## src/ldf_pkg.sv

```systemverilog
// ----------------------------------------------------------------------------
// ldf_pkg
// Shared types and constants of the length-prefixed frame deframer.
// ----------------------------------------------------------------------------
`default_nettype none

package ldf_pkg;

    // Header layout: start byte, function code, 16-bit big-endian total length
    localparam int HDR_BYTES = 4;
    localparam int HDR_IDX_W = $clog2(HDR_BYTES);

    // Function codes that are passed on
    localparam logic [7:0] CODE_MEASURE = 8'hA1;
    localparam logic [7:0] CODE_SHIELD  = 8'hA7;

    // Frame kinds held while inside a frame
    localparam logic [1:0] KIND_MEASURE = 2'd0;
    localparam logic [1:0] KIND_SHIELD  = 2'd1;
    localparam logic [1:0] KIND_DISCARD = 2'd2;

    // Queue between front and back
    localparam int QDEPTH   = 4;
    localparam int QPTR_W   = $clog2(QDEPTH);
    localparam int QCOUNT_W = $clog2(QDEPTH + 1);

    // One queued item: a single payload byte or a four-byte header burst
    typedef struct packed {
        logic [HDR_BYTES-1:0][7:0] bytes;  // bytes[0] goes out first
        logic                      kind;
        logic                      burst;
        logic                      last;   // frame ends on the final byte
    } q_entry_t;

    // Queue status seen by the front and the top level
    typedef struct packed {
        logic                full;
        logic                empty;
        logic [QCOUNT_W-1:0] count;
    } q_stat_t;

endpackage : ldf_pkg

`default_nettype wire

```

## src/ldf_if.sv

```systemverilog
// ----------------------------------------------------------------------------
// ldf_if
// Handshake channels of the deframer: input bytes, results, configuration.
// ----------------------------------------------------------------------------
`default_nettype none

interface ldf_in_if;
    logic       valid;
    logic       ready;
    logic [7:0] in_byte;

    modport source (output valid, output in_byte, input ready);
    modport sink   (input valid, input in_byte, output ready);
endinterface : ldf_in_if

interface ldf_out_if;
    logic       valid;
    logic       ready;
    logic [7:0] out_byte;
    logic       frame_kind;
    logic       first_of_frame;
    logic       last_of_frame;
    logic       last_of_run;

    modport source (output valid, output out_byte, output frame_kind,
                    output first_of_frame, output last_of_frame,
                    output last_of_run, input ready);
    modport sink   (input valid, input out_byte, input frame_kind,
                    input first_of_frame, input last_of_frame,
                    input last_of_run, output ready);
endinterface : ldf_out_if

interface ldf_cfg_if;
    logic       valid;
    logic       ready;
    logic [7:0] frame_header;

    modport source (output valid, output frame_header, input ready);
    modport sink   (input valid, input frame_header, output ready);
endinterface : ldf_cfg_if

`default_nettype wire

```

## src/ldf_front.sv

```systemverilog
// ----------------------------------------------------------------------------
// ldf_front
// Hunts for the header, collects the header window, checks the length and
// tracks the frame; pushes result items for the back end into the queue.
// ----------------------------------------------------------------------------
`default_nettype none

module ldf_front (
    input  wire logic             clk,
    input  wire logic             rst_n,
    ldf_in_if.sink                stream,
    input  wire logic [7:0]       frame_header,
    input  wire ldf_pkg::q_stat_t q_stat,
    output      logic             push,
    output      ldf_pkg::q_entry_t push_entry
);

    logic [7:0]                     win0_reg, win1_reg, win2_reg;
    logic [7:0]                     win0_next, win1_next, win2_next;
    logic [ldf_pkg::HDR_IDX_W-1:0]  fill_reg, fill_next;
    logic                           in_payload_reg, in_payload_next;
    logic [15:0]                    bytes_left_reg, bytes_left_next;
    logic [1:0]                     kind_reg, kind_next;

    logic        accept;
    logic [7:0]  b;
    logic [15:0] len;
    logic [1:0]  hdr_kind;

    assign stream.ready = !q_stat.full;
    assign accept       = stream.valid && !q_stat.full;
    assign b            = stream.in_byte;
    assign len          = {win2_reg, b};

    // Classify the function code
    always_comb
    begin
        case (win1_reg)
            ldf_pkg::CODE_MEASURE: hdr_kind = ldf_pkg::KIND_MEASURE;
            ldf_pkg::CODE_SHIELD:  hdr_kind = ldf_pkg::KIND_SHIELD;
            default:               hdr_kind = ldf_pkg::KIND_DISCARD;
        endcase
    end

    // Advance the parse on each accepted byte
    always_comb
    begin
        win0_next       = win0_reg;
        win1_next       = win1_reg;
        win2_next       = win2_reg;
        fill_next       = fill_reg;
        in_payload_next = in_payload_reg;
        bytes_left_next = bytes_left_reg;
        kind_next       = kind_reg;
        push            = 1'b0;
        push_entry      = '0;

        if (accept) begin
            if (in_payload_reg) begin
                // Pass one payload byte, drop it for discarded frames
                bytes_left_next = bytes_left_reg - 16'd1;
                push_entry.bytes[0] = b;
                push_entry.kind     = kind_reg[0];
                push_entry.burst    = 1'b0;
                push_entry.last     = (bytes_left_reg == 16'd1);
                push                = (kind_reg != ldf_pkg::KIND_DISCARD);
                if (bytes_left_reg == 16'd1) begin
                    in_payload_next = 1'b0;
                end
            end else begin
                case (fill_reg)
                    2'd0:
                    begin
                        if (b == frame_header) begin
                            win0_next = b;
                            fill_next = 2'd1;
                        end
                    end
                    2'd1:
                    begin
                        win1_next = b;
                        fill_next = 2'd2;
                    end
                    2'd2:
                    begin
                        win2_next = b;
                        fill_next = 2'd3;
                    end
                    default:
                    begin
                        if (len < 16'(ldf_pkg::HDR_BYTES)) begin
                            // False header: drop its start and rescan the rest
                            if (win1_reg == frame_header) begin
                                win0_next = win1_reg;
                                win1_next = win2_reg;
                                win2_next = b;
                                fill_next = 2'd3;
                            end else if (win2_reg == frame_header) begin
                                win0_next = win2_reg;
                                win1_next = b;
                                fill_next = 2'd2;
                            end else if (b == frame_header) begin
                                win0_next = b;
                                fill_next = 2'd1;
                            end else begin
                                fill_next = 2'd0;
                            end
                        end else begin
                            // Valid header: start the frame, queue the burst
                            kind_next       = hdr_kind;
                            bytes_left_next = len - 16'(ldf_pkg::HDR_BYTES);
                            fill_next       = 2'd0;
                            in_payload_next = (len != 16'(ldf_pkg::HDR_BYTES));
                            push_entry.bytes[0] = win0_reg;
                            push_entry.bytes[1] = win1_reg;
                            push_entry.bytes[2] = win2_reg;
                            push_entry.bytes[3] = b;
                            push_entry.kind     = hdr_kind[0];
                            push_entry.burst    = 1'b1;
                            push_entry.last     = (len == 16'(ldf_pkg::HDR_BYTES));
                            push                = (hdr_kind != ldf_pkg::KIND_DISCARD);
                        end
                    end
                endcase
            end
        end
    end

    // Hold parse control state
    always_ff @(posedge clk or negedge rst_n)
    begin
        if (!rst_n) begin
            fill_reg       <= '0;
            in_payload_reg <= 1'b0;
            bytes_left_reg <= '0;
            kind_reg       <= ldf_pkg::KIND_MEASURE;
        end else begin
            fill_reg       <= fill_next;
            in_payload_reg <= in_payload_next;
            bytes_left_reg <= bytes_left_next;
            kind_reg       <= kind_next;
        end
    end

    // Hold header window bytes
    always_ff @(posedge clk)
    begin
        win0_reg <= win0_next;
        win1_reg <= win1_next;
        win2_reg <= win2_next;
    end

endmodule : ldf_front

`default_nettype wire

```

## src/ldf_queue.sv

```systemverilog
// ----------------------------------------------------------------------------
// ldf_queue
// Small FIFO of result items between the front and the back end.
// ----------------------------------------------------------------------------
`default_nettype none

module ldf_queue (
    input  wire logic              clk,
    input  wire logic              rst_n,
    input  wire logic              push,
    input  wire ldf_pkg::q_entry_t push_entry,
    input  wire logic              pop,
    output      ldf_pkg::q_entry_t head,
    output      ldf_pkg::q_stat_t  stat
);

    ldf_pkg::q_entry_t mem_reg [ldf_pkg::QDEPTH];

    logic [ldf_pkg::QPTR_W-1:0]   wr_ptr_reg, wr_ptr_next;
    logic [ldf_pkg::QPTR_W-1:0]   rd_ptr_reg, rd_ptr_next;
    logic [ldf_pkg::QCOUNT_W-1:0] count_reg, count_next;
    logic                         do_push, do_pop;

    assign stat.count = count_reg;
    assign stat.full  = (count_reg == ldf_pkg::QCOUNT_W'(ldf_pkg::QDEPTH));
    assign stat.empty = (count_reg == '0);
    assign head       = mem_reg[rd_ptr_reg];

    assign do_push = push && !stat.full;
    assign do_pop  = pop && !stat.empty;

    // Advance pointers and occupancy
    always_comb
    begin
        wr_ptr_next = do_push ? wr_ptr_reg + 1'b1 : wr_ptr_reg;
        rd_ptr_next = do_pop ? rd_ptr_reg + 1'b1 : rd_ptr_reg;
        count_next  = count_reg;
        if (do_push && !do_pop) begin
            count_next = count_reg + 1'b1;
        end else if (!do_push && do_pop) begin
            count_next = count_reg - 1'b1;
        end
    end

    always_ff @(posedge clk or negedge rst_n)
    begin
        if (!rst_n) begin
            wr_ptr_reg <= '0;
            rd_ptr_reg <= '0;
            count_reg  <= '0;
        end else begin
            wr_ptr_reg <= wr_ptr_next;
            rd_ptr_reg <= rd_ptr_next;
            count_reg  <= count_next;
        end
    end

    // Store the pushed item
    always_ff @(posedge clk)
    begin
        if (do_push) begin
            mem_reg[wr_ptr_reg] <= push_entry;
        end
    end

endmodule : ldf_queue

`default_nettype wire

```

## src/ldf_back.sv

```systemverilog
// ----------------------------------------------------------------------------
// ldf_back
// Takes queued items and sends them out one byte per result, unrolling
// header bursts into four results with first and last marks.
// ----------------------------------------------------------------------------
`default_nettype none

module ldf_back (
    input  wire logic              clk,
    input  wire logic              rst_n,
    input  wire ldf_pkg::q_entry_t head,
    input  wire ldf_pkg::q_stat_t  q_stat,
    output      logic              pop,
    ldf_out_if.source              result
);

    localparam logic [ldf_pkg::HDR_IDX_W-1:0] LAST_SUB =
        ldf_pkg::HDR_IDX_W'(ldf_pkg::HDR_BYTES - 1);

    logic [ldf_pkg::HDR_IDX_W-1:0] sub_reg, sub_next;
    logic                          run_end;
    logic                          send;

    assign run_end = !head.burst || (sub_reg == LAST_SUB);
    assign send    = result.valid && result.ready;
    assign pop     = send && run_end;

    // Drive the result fields from the queue head
    assign result.valid          = !q_stat.empty;
    assign result.out_byte       = head.burst ? head.bytes[sub_reg] : head.bytes[0];
    assign result.frame_kind     = head.kind;
    assign result.first_of_frame = head.burst && (sub_reg == '0);
    assign result.last_of_frame  = head.last && run_end;
    assign result.last_of_run    = run_end;

    // Step through a burst, restart on each new item
    always_comb
    begin
        sub_next = sub_reg;
        if (send) begin
            sub_next = run_end ? '0 : sub_reg + 1'b1;
        end
    end

    always_ff @(posedge clk or negedge rst_n)
    begin
        if (!rst_n) begin
            sub_reg <= '0;
        end else begin
            sub_reg <= sub_next;
        end
    end

endmodule : ldf_back

`default_nettype wire

```

## src/length_prefixed_frame_deframer_unit.sv

```systemverilog
// ----------------------------------------------------------------------------
// length_prefixed_frame_deframer_unit
// Cuts header/length framed packets out of a byte stream.
//
// Channels: stream takes one received byte per item. result gives one byte
// of a passed frame per item with its kind, first/last of frame marks and a
// last_of_run mark on the final result caused by one input byte. cfg writes
// the header byte value (reset value 1); write it only while the block is
// idle, it is always ready.
// Each result is registered in the queue before it appears on result.
// Throughput: one input byte per cycle. A valid header with code 0xA1 or
// 0xA7 produces a burst of four results on its fourth byte; the back end
// sends one result per cycle while result.ready is high, and the
// four-entry queue between the parser and the sender absorbs the burst
// while input keeps flowing. Input stalls only when that queue is full.
// Reset: the hunt restarts with an empty header window and an empty queue.
// A stalled receiver holds the current result; the parser keeps taking
// bytes until the queue fills, then drops stream.ready.
// ----------------------------------------------------------------------------
`default_nettype none

module length_prefixed_frame_deframer_unit (
    input  wire logic clk,
    input  wire logic rst_n,
    ldf_in_if.sink    stream,
    ldf_out_if.source result,
    ldf_cfg_if.sink   cfg
);

    logic [7:0]        frame_header_reg;
    logic              push;
    logic              pop;
    ldf_pkg::q_entry_t push_entry;
    ldf_pkg::q_entry_t head;
    ldf_pkg::q_stat_t  q_stat;

    // Hold the header byte value
    assign cfg.ready = 1'b1;

    always_ff @(posedge clk or negedge rst_n)
    begin
        if (!rst_n) begin
            frame_header_reg <= 8'd1;
        end else if (cfg.valid) begin
            frame_header_reg <= cfg.frame_header;
        end
    end

    ldf_front u_front (
        .clk          (clk),
        .rst_n        (rst_n),
        .stream       (stream),
        .frame_header (frame_header_reg),
        .q_stat       (q_stat),
        .push         (push),
        .push_entry   (push_entry)
    );

    ldf_queue u_queue (
        .clk        (clk),
        .rst_n      (rst_n),
        .push       (push),
        .push_entry (push_entry),
        .pop        (pop),
        .head       (head),
        .stat       (q_stat)
    );

    ldf_back u_back (
        .clk    (clk),
        .rst_n  (rst_n),
        .head   (head),
        .q_stat (q_stat),
        .pop    (pop),
        .result (result)
    );

    // Checks
    a_count_bound: assert property (@(posedge clk) disable iff (!rst_n)
        q_stat.count <= ldf_pkg::QCOUNT_W'(ldf_pkg::QDEPTH))
        else $error("queue count above depth");

    a_first_not_run_end: assert property (@(posedge clk) disable iff (!rst_n)
        result.valid && result.first_of_frame |-> !result.last_of_run)
        else $error("header burst ends on its first byte");

    a_first_not_last: assert property (@(posedge clk) disable iff (!rst_n)
        result.valid && result.first_of_frame |-> !result.last_of_frame)
        else $error("frame ends on its header byte");

    a_burst_steps: assert property (@(posedge clk) disable iff (!rst_n)
        result.valid && result.ready && result.first_of_frame
        |=> result.valid && !result.first_of_frame)
        else $error("header burst broken after its first byte");

endmodule : length_prefixed_frame_deframer_unit

`default_nettype wire
```

## src/flat_wrapper.sv

```systemverilog
// flat-port wrapper written by rule: the top's interface ports become plain ports
module length_prefixed_frame_deframer_unit_flat 
  (clk, rst_n, stream_valid, stream_in_byte, stream_ready, result_valid, result_out_byte, result_frame_kind, result_first_of_frame, result_last_of_frame, result_last_of_run, result_ready, cfg_valid, cfg_frame_header, cfg_ready);
  ldf_in_if stream_i ();
  ldf_out_if result_i ();
  ldf_cfg_if cfg_i ();
  input  wire logic clk;
  input  wire logic rst_n;
  input wire logic [$bits(stream_i.valid)-1:0] stream_valid;
  input wire logic [$bits(stream_i.in_byte)-1:0] stream_in_byte;
  output wire logic [$bits(stream_i.ready)-1:0] stream_ready;
  output wire logic [$bits(result_i.valid)-1:0] result_valid;
  output wire logic [$bits(result_i.out_byte)-1:0] result_out_byte;
  output wire logic [$bits(result_i.frame_kind)-1:0] result_frame_kind;
  output wire logic [$bits(result_i.first_of_frame)-1:0] result_first_of_frame;
  output wire logic [$bits(result_i.last_of_frame)-1:0] result_last_of_frame;
  output wire logic [$bits(result_i.last_of_run)-1:0] result_last_of_run;
  input wire logic [$bits(result_i.ready)-1:0] result_ready;
  input wire logic [$bits(cfg_i.valid)-1:0] cfg_valid;
  input wire logic [$bits(cfg_i.frame_header)-1:0] cfg_frame_header;
  output wire logic [$bits(cfg_i.ready)-1:0] cfg_ready;
  assign stream_i.valid = stream_valid;
  assign stream_i.in_byte = stream_in_byte;
  assign stream_ready = stream_i.ready;
  assign result_valid = result_i.valid;
  assign result_out_byte = result_i.out_byte;
  assign result_frame_kind = result_i.frame_kind;
  assign result_first_of_frame = result_i.first_of_frame;
  assign result_last_of_frame = result_i.last_of_frame;
  assign result_last_of_run = result_i.last_of_run;
  assign result_i.ready = result_ready;
  assign cfg_i.valid = cfg_valid;
  assign cfg_i.frame_header = cfg_frame_header;
  assign cfg_ready = cfg_i.ready;
  length_prefixed_frame_deframer_unit u_core (.clk(clk), .rst_n(rst_n), .stream(stream_i), .result(result_i), .cfg(cfg_i));
endmodule
```

## config.mk

```make
export PLATFORM = sky130hd
export DESIGN_NAME = length_prefixed_frame_deframer_unit_flat
export DESIGN_NICKNAME = d
export VERILOG_FILES = /design/src/ldf_pkg.sv /design/src/ldf_if.sv /design/src/ldf_front.sv /design/src/ldf_queue.sv /design/src/ldf_back.sv /design/src/length_prefixed_frame_deframer_unit.sv /design/src/flat_wrapper.sv
export SDC_FILE = /design/constraint.sdc
export NUM_CORES = 1
export LEC_CHECK = 0
export BUFFER_PORTS_ARGS = -buffer_cell sky130_fd_sc_hd__buf_2
export CAP_MARGIN = 20
export CORE_UTILIZATION = 45
export DETAILED_ROUTE_END_ITERATION = 8
export GPL_TIMING_DRIVEN = 0
export PLACE_DENSITY = 0.63
export SLEW_MARGIN = 20
export SYNTH_ARGS = -nofsm -noshare
export SYNTH_HDL_FRONTEND = slang
export SYNTH_SLANG_ARGS = --single-unit
```

## constraint.sdc

```tcl
create_clock -name clk -period 7 [get_ports clk]
set_clock_uncertainty 0.05 [all_clocks]
set_input_delay 1.4 -clock clk [delete_from_list [all_inputs] [get_ports clk]]
set_output_delay 1.4 -clock clk [all_outputs]
set_load 0.05 [all_outputs]
```

==> results of run 1 <==
==> synthesized netlist by cell type (all sizes together) (4+ instances only) <==
master	instances	share of area
a21oi	21	0.011
a221o	6	0.0062
a222oi	4	0.0041
a22o	8	0.0072
and2	31	0.020
and3	4	0.0032
buf	15	0.0094
clkbuf	23	0.0089
dfrtp	37	0.096
edfxtp	164	0.51
ha	15	0.019
inv	24	0.0093
mux2	21	0.025
mux2i	33	0.034
mux4	34	0.079
nand2	39	0.015
nand3	19	0.0098
nor2	41	0.016
nor3	12	0.0067
nor3b	4	0.0031
nor4	10	0.010
nor4b	4	0.0036
o211ai	4	0.0031
o21ai	12	0.0062
o221ai	4	0.0036
o31ai	5	0.0053
or3	6	0.0044
or4	4	0.0036
xnor2	15	0.014
xor2	26	0.024
==> worst max-delay path, stage by stage (launching register included) <==
cell and delay, ns:
dfrtp_1 0.35, buf_2 0.35, buf_2 0.39, mux2i_1 0.76
nand3_1 0.16, a21oi_1 0.21, a221o_1 0.15, buf_2 0.26
==> power by group <==
part           internal [mW]  total, mW  switching, mW
clock network          0.769       1.23          0.457
registers               1.36       1.43         0.0690
logic                  0.447       1.17          0.726
==> through the flow <==
step / setup WS (ns) / std cells
2_1_floorplan: 2.90 / 677
3_3_place_gp: 1.55 / 985
3_5_place_dp: 2.23 / 991
4_1_cts: 2.37 / 1028
5_1_grt: 2.17 / 1028
6_report: 2.42 / 1028
==> kinds of logic (layout without fill, tap and decap cells) <==
family          count (synthesis)  count (layout)  synth area share
compound gates                 81              81            0.0632
xor+xnor                       41              41            0.0371
fa+ha+maj                      16              16            0.0215
buf+inv                        63             139            0.0281
flops                         202             202             0.607
mux                            88              88             0.138
other cells                     1               1          0.000388
simple gates                  185             185             0.104
==> final timing paths <==
kind	depth (start not counted)	slack [ns]	end	startpoint
worst max-delay path	7	2.42	result_out_byte[4]	u_core.u_queue.rd_ptr_reg[0]
worst min-delay path	1	0.43	u_core.u_queue.count_reg[2]	u_core.u_queue.count_reg[2]
worst max register to register	10	3.56	u_core.u_queue.count_reg[2]	u_core.u_front.in_payload_reg
worst min register to register	1	0.43	u_core.u_queue.count_reg[2]	u_core.u_queue.count_reg[2]
max in group asynchronous	1	5.31	u_core.u_queue.rd_ptr_reg[1]	rst_n
min in group asynchronous	1	0.99	u_core.u_front.bytes_left_reg[12]	rst_n
==> placed cells by master, fill, tap and decap left out, types with 4 or more instances in the layout <==
| cell type | n |
|---|---|
| a21oi_1 | 20 |
| a221o_1 | 6 |
| a222oi_1 | 4 |
| a22o_1 | 8 |
| and2_1 | 26 |
| and2_2 | 4 |
| buf_2 | 45 |
| bufinv_16 | 4 |
| clkbuf_1 | 27 |
| clkbuf_16 | 23 |
| dfrtp_1 | 37 |
| edfxtp_1 | 164 |
| ha_1 | 15 |
| inv_1 | 23 |
| mux2_2 | 19 |
| mux2i_1 | 33 |
| mux4_2 | 34 |
| nand2_1 | 39 |
| nand3_1 | 19 |
| nor2_1 | 40 |
| nor3_1 | 11 |
| nor3b_1 | 4 |
| nor4_1 | 6 |
| o211ai_1 | 4 |
| o21ai_0 | 12 |
| o221ai_1 | 4 |
| o31ai_1 | 4 |
| or3_1 | 5 |
| xnor2_1 | 15 |
| xor2_1 | 26 |
==> cell type report <==
| class | count | area share |
|---|---|---|
| flip-flops and latches | 202 | 0.531 |
| multi-input cells | 412 | 0.320 |
| clock buffers | 29 | 0.0558 |
| well taps | 275 | 0.0311 |
| repair buffers | 39 | 0.0237 |
| plain buffers | 38 | 0.0161 |
| clock inverters | 8 | 0.0136 |
| inverters | 25 | 0.00848 |
==> routing by layer <==
layer  track usage  vias to the layer above  wire length [um]
li1              -                     2702                 -
met1         0.286                     3073              9740
met2         0.338                      206             10500
met3        0.0347                       49              1240
met4        0.0701                        0               557
met5             0                        -                 0
==> impl_metrics.env, run 1 <==
export IMPL_status="finished clean"
export IMPL_dp_hpwl_mm=15.5
export IMPL_hold_viol=0
export IMPL_ys_warn_count=0
export IMPL_syn_avg_cell_area_sq_um=14.3
export IMPL_worst_hold_slack_ns=0.430
export IMPL_tightest_slew_ns=0.949
export IMPL_crit_required_ns=5.55
export IMPL_ios=36
export IMPL_grt_pass1_vias=6114
export IMPL_setup_viol=0
export IMPL_setup_worst_path_end_class="output pin"
export IMPL_ctsResizeCount=0
export IMPL_nFillCells=1718
export IMPL_grt_pass1_wl_mm=34.8
export IMPL_antenna_found_initial=0
export IMPL_die_area_sq_um=22100
export IMPL_rows=53
export IMPL_seq_area_frac_synth=0.607
export IMPL_gr_usage_all_layers=0.209
export IMPL_start_kind="flop"
export IMPL_drtIter0Drc=367
export IMPL_worst_setup_path_type="flop to output pin"
export IMPL_ys_async_sr_fraction=0.188
export IMPL_ctsHoldBuffers=0
export IMPL_drc=0
export IMPL_die_y_um=149
export IMPL_drt_wl_total_mm=22.1
export IMPL_final_util=0.527
export IMPL_multi_input_area_sq_um=3550
export IMPL_cts_root_buf="clkbuf_16"
export IMPL_synth_nets=714
export IMPL_synth_ff_type="edfxtp_1"
export IMPL_grt_max_degree=39
export IMPL_period_needed_ns=4.58
export IMPL_rsz0062_at_grt="false"
export IMPL_cts_tree="yes"
export IMPL_vias=6030
export IMPL_ys_types=69
export IMPL_drtAntennaViolNets=0
export IMPL_crit_path_max_fanout=10
export IMPL_ctsLongestPathBuffers=3
export IMPL_final_nets=778
export IMPL_diodes=0
export IMPL_p_leak_nw=4.05
export IMPL_ys_ff_latch=202
export IMPL_die_width_um=149
export IMPL_routedWlPerCell_um=21.5
export IMPL_cp_arrival_ns=3.13
export IMPL_register_area_sq_um=5880
export IMPL_synth_edff_count=164
export IMPL_netlist_instances=677
export IMPL_gp_congestion=0.866
export IMPL_period_share=0.654
export IMPL_htreeDepth=1
export IMPL_start_util=0.460
export IMPL_final_cell_area_sq_um=11100
export IMPL_fmax_mhz=219
export IMPL_finalPower_mw=3.82
export IMPL_cts_inserted_buffers=23
export IMPL_dr_pass1_iters=7
export IMPL_cts_setup_buffers=0
export IMPL_drive_gt1_frac=0.218
export IMPL_postPlaceCellArea_sq_um=10300
export IMPL_largest_register_ff_count=140
export IMPL_ir_worst_vdd_v=0.000158
export IMPL_avgViaCountPerCell=5.87
export IMPL_max_slew_margin=0.367
export IMPL_numPortBuffers=33
export IMPL_clk_pin_slew_ns=0.06
export IMPL_syn_cell_area_sq_um=9680
export IMPL_power_density_nw_per_um2=345
export IMPL_core_area_sq_um=21000
export IMPL_overflow=0
export IMPL_clkSinkCount=202
export IMPL_setup_tns_ns=0
export IMPL_syn_to_final_growth_pct=14.4
export IMPL_drv_cap=0
export IMPL_hold_path_class="flop to flop"
export IMPL_slew_viol_final=0
export IMPL_insertion_delay_ns=0.51
Note: power is estimated with default switching activity, not from simulation.
==> run 2: changes to the inputs <==
--- a/config.mk
+++ b/config.mk
@@ -5,6 +5,7 @@
 export SDC_FILE = /design/constraint.sdc
 export NUM_CORES = 1
 export LEC_CHECK = 0
+export ABC_AREA = 1
 export BUFFER_PORTS_ARGS = -buffer_cell sky130_fd_sc_hd__buf_2
 export CAP_MARGIN = 20
 export CORE_UTILIZATION = 45
==> constraint.sdc (replaced) <==
create_clock -name clk -period 4.7 [get_ports clk]
set_clock_uncertainty 0.05 [all_clocks]
set_input_delay 0.94 -clock clk [delete_from_list [all_inputs] [get_ports clk]]
set_output_delay 0.94 -clock clk [all_outputs]
set_load 0.05 [all_outputs]
==> impl_metrics.env, run 2 <==
export IMPL_largest_register_ff_count=140
export IMPL_multi_input_area_sq_um=3740
export IMPL_worstSetupEndpoint="result_out_byte[2]"
export IMPL_htreeDepth=1
export IMPL_yosysTopAreaCell="edfxtp_1"
export IMPL_drc=0
export IMPL_synth_nets=1134
export IMPL_ctsLongestPathBuffers=3
export IMPL_synth_area_leaders="edfxtp_1, nand2_1, dfrtp_1"
export IMPL_grt_pass1_vias=7269
export IMPL_die_width_um=152
export IMPL_syn_cell_area_sq_um=10200
export IMPL_ios=36
export IMPL_p_leak_nw=4.69
export IMPL_tightest_slew_ns=0.913
export IMPL_worst_setup_path_type="flop to output pin"
export IMPL_timing_rr_end="u_core.u_queue.count_reg[2]"
export IMPL_cts_root_buf="clkbuf_16"
export IMPL_slowest_stage="clkbuf_1"
export IMPL_r2r_setup_slack_ns=2.09
export IMPL_hold_viol=0
export IMPL_syn_to_final_growth_pct=13.6
export IMPL_ff2ff_path_depth=14
export IMPL_start_util=0.463
export IMPL_period_needed_ns=3.70
export IMPL_finalWorstSetupSlack_ns=1.00
export IMPL_worstSetupStartpoint="u_core.u_queue.rd_ptr_reg[0]"
export IMPL_die_y_um=152
export IMPL_antenna_found_initial=0
export IMPL_gr_usage_all_layers=0.229
export IMPL_clk_pin_slew_ns=0.06
export IMPL_synth_common_cells="nand2_1, edfxtp_1, nor2_1"
export IMPL_final_nets=1197
export IMPL_clkSinkCount=202
export IMPL_routedWlPerCell_um=18.2
export IMPL_synth_edff_count=164
export IMPL_crit_required_ns=3.71
export IMPL_register_area_sq_um=5880
export IMPL_grt_pass1_wl_mm=40.9
export IMPL_synth_most_common_cell="nand2_1"
export IMPL_ctsResizeCount=0
export IMPL_worst_path_most_repeated_cell="nand2_1"
export IMPL_ys_ff_latch=202
export IMPL_rsz0062_at_grt="false"
export IMPL_insertion_delay_ns=0.50
export IMPL_crit_path_max_fanout=10
export IMPL_final_util=0.525
export IMPL_setup_viol=0
export IMPL_final_cell_mix="nand2_1, edfxtp_1, nor2_1, o21ai_0, inv_1"
export IMPL_synth_ff_type="edfxtp_1"
export IMPL_rows=54
export IMPL_nFillCells=2028
export IMPL_synth_top_area_share=0.483
export IMPL_setup_worst_path_end_class="output pin"
export IMPL_syn_avg_cell_area_sq_um=9.29
export IMPL_status="finished clean"
export IMPL_drt_wl_total_mm=26.4
export IMPL_drive_gt1_frac=0.147
export IMPL_seq_area_frac_synth=0.577
export IMPL_vias=7830
export IMPL_worst_hold_slack_ns=0.439
export IMPL_numPortBuffers=34
export IMPL_ys_types=40
export IMPL_start_kind="flop"
export IMPL_hold_path_class="flop to flop"
export IMPL_slowest_delay_ns=0.48
export IMPL_core_area_sq_um=22000
export IMPL_finalPower_mw=7.04
export IMPL_worstReg2RegStart="u_core.u_queue.rd_ptr_reg[0]"
export IMPL_drv_cap=0
export IMPL_cts_tree="yes"
export IMPL_crit_cells=10
export IMPL_final_cells=1456
export IMPL_avgViaCountPerCell=5.38
export IMPL_crit_family="buffers and inverters"
export IMPL_diodes=0
export IMPL_cp_arrival_ns=2.71
export IMPL_die_area_sq_um=23200
export IMPL_netlist_instances=1097
export IMPL_slew_viol_final=0
export IMPL_grt_max_degree=39
export IMPL_drtIter0Drc=713
export IMPL_period_share=0.787
export IMPL_gp_congestion=0.885
export IMPL_ys_async_sr_fraction=0.188
export IMPL_mostFrequentLayoutCell="nand2_1"
export IMPL_crit_chain="buf_2 > inv_2 > clkbuf_1 > nor2_1 > o211ai_1 > nand3_1 > nand2_1 > nand2_1 > nand2_1 > buf_2"
export IMPL_placed_cells=1415
export IMPL_cp_num_buf_inv=4
export IMPL_fmax_mhz=270
export IMPL_ctsHoldBuffers=0
export IMPL_cts_inserted_buffers=23
export IMPL_ys_warn_count=0
export IMPL_dp_slack_ns=1.21
export IMPL_drtAntennaViolNets=0
export IMPL_dp_hpwl_mm=18.9
export IMPL_dr_pass1_iters=7
export IMPL_max_slew_margin=0.391
export IMPL_ir_worst_vdd_v=0.000428
export IMPL_overflow=0
export IMPL_cts_setup_buffers=0
export IMPL_power_density_nw_per_um2=608
run 2: cell count changes after synthesis, moves of 25 or more:
cell	change
o21ai_0	+89
inv_1	+40
inv_2	+27
and2_1	-30
nand3_1	+36
mux4_2	-34
o211ai_1	+25
nand2_1	+243
mux2i_1	-33
nor2_1	+116
run 2: kinds of logic after synthesis:
family / share of synthesized area
compound gates: 0.111
xor+xnor: 0.0129
fa+ha+maj: 0.0204
buf+inv: 0.0591
flops: 0.577
other cells: 0.000368
simple gates: 0.220
run 2: per-layer routing:
layer,track usage,wire (um),up-vias,part of all wire
li1,-,-,3810,-
met1,0.313,11800,3716,0.45
met2,0.376,12300,246,0.47
met3,0.0324,1490,58,0.056
met4,0.0789,823,0,0.031
met5,0,0,-,0
run 2: area by class of cell:
cell class / instances / area share
Sequential cell: 202 / 0.508
Multi-Input combinational cell: 759 / 0.323
Clock buffer: 28 / 0.0522
Tap cell: 280 / 0.0303
Inverter: 93 / 0.0302
Timing Repair Buffer: 38 / 0.0223
Buffer: 43 / 0.0218
Clock inverter: 13 / 0.0121
run 2: where the power goes:
group	internal, mW	switching, mW
sequential	2.26	0.153
combinational	0.801	2.05
clock	1.07	0.704
run 2: how the worst min path moves through the flow:
| stage | from | endpoint | slack (ns) | depth (start not counted) |
|---|---|---|---|---|
| 3_3_place_gp | u_core.u_front.kind_reg[0] | u_core.u_front.kind_reg[0] | 0.42 | 2 |
| 5_1_grt | u_core.u_front.bytes_left_reg[13] | u_core.u_front.bytes_left_reg[13] | 0.48 | 2 |
| 3_5_place_dp | u_core.u_front.kind_reg[1] | u_core.u_front.kind_reg[1] | 0.43 | 1 |
| 6_report | u_core.u_front.kind_reg[1] | u_core.u_front.kind_reg[1] | 0.44 | 1 |
| 4_1_cts | u_core.u_front.kind_reg[1] | u_core.u_front.kind_reg[1] | 0.44 | 1 |
| 2_1_floorplan | u_core.u_front.kind_reg[0] | u_core.u_front.kind_reg[0] | 0.41 | 2 |
run 2: per-stage QoR:
| step | TNS (ns) | cell area (sq um) |
|---|---|---|
| 3_5_place_dp | 0 | 10800 |
| 6_report | 0 | 11600 |
| 2_1_floorplan | 0 | 10200 |
| 3_3_place_gp | -96.24 | 10700 |
| 4_1_cts | 0 | 11600 |
| 5_1_grt | 0 | 11600 |
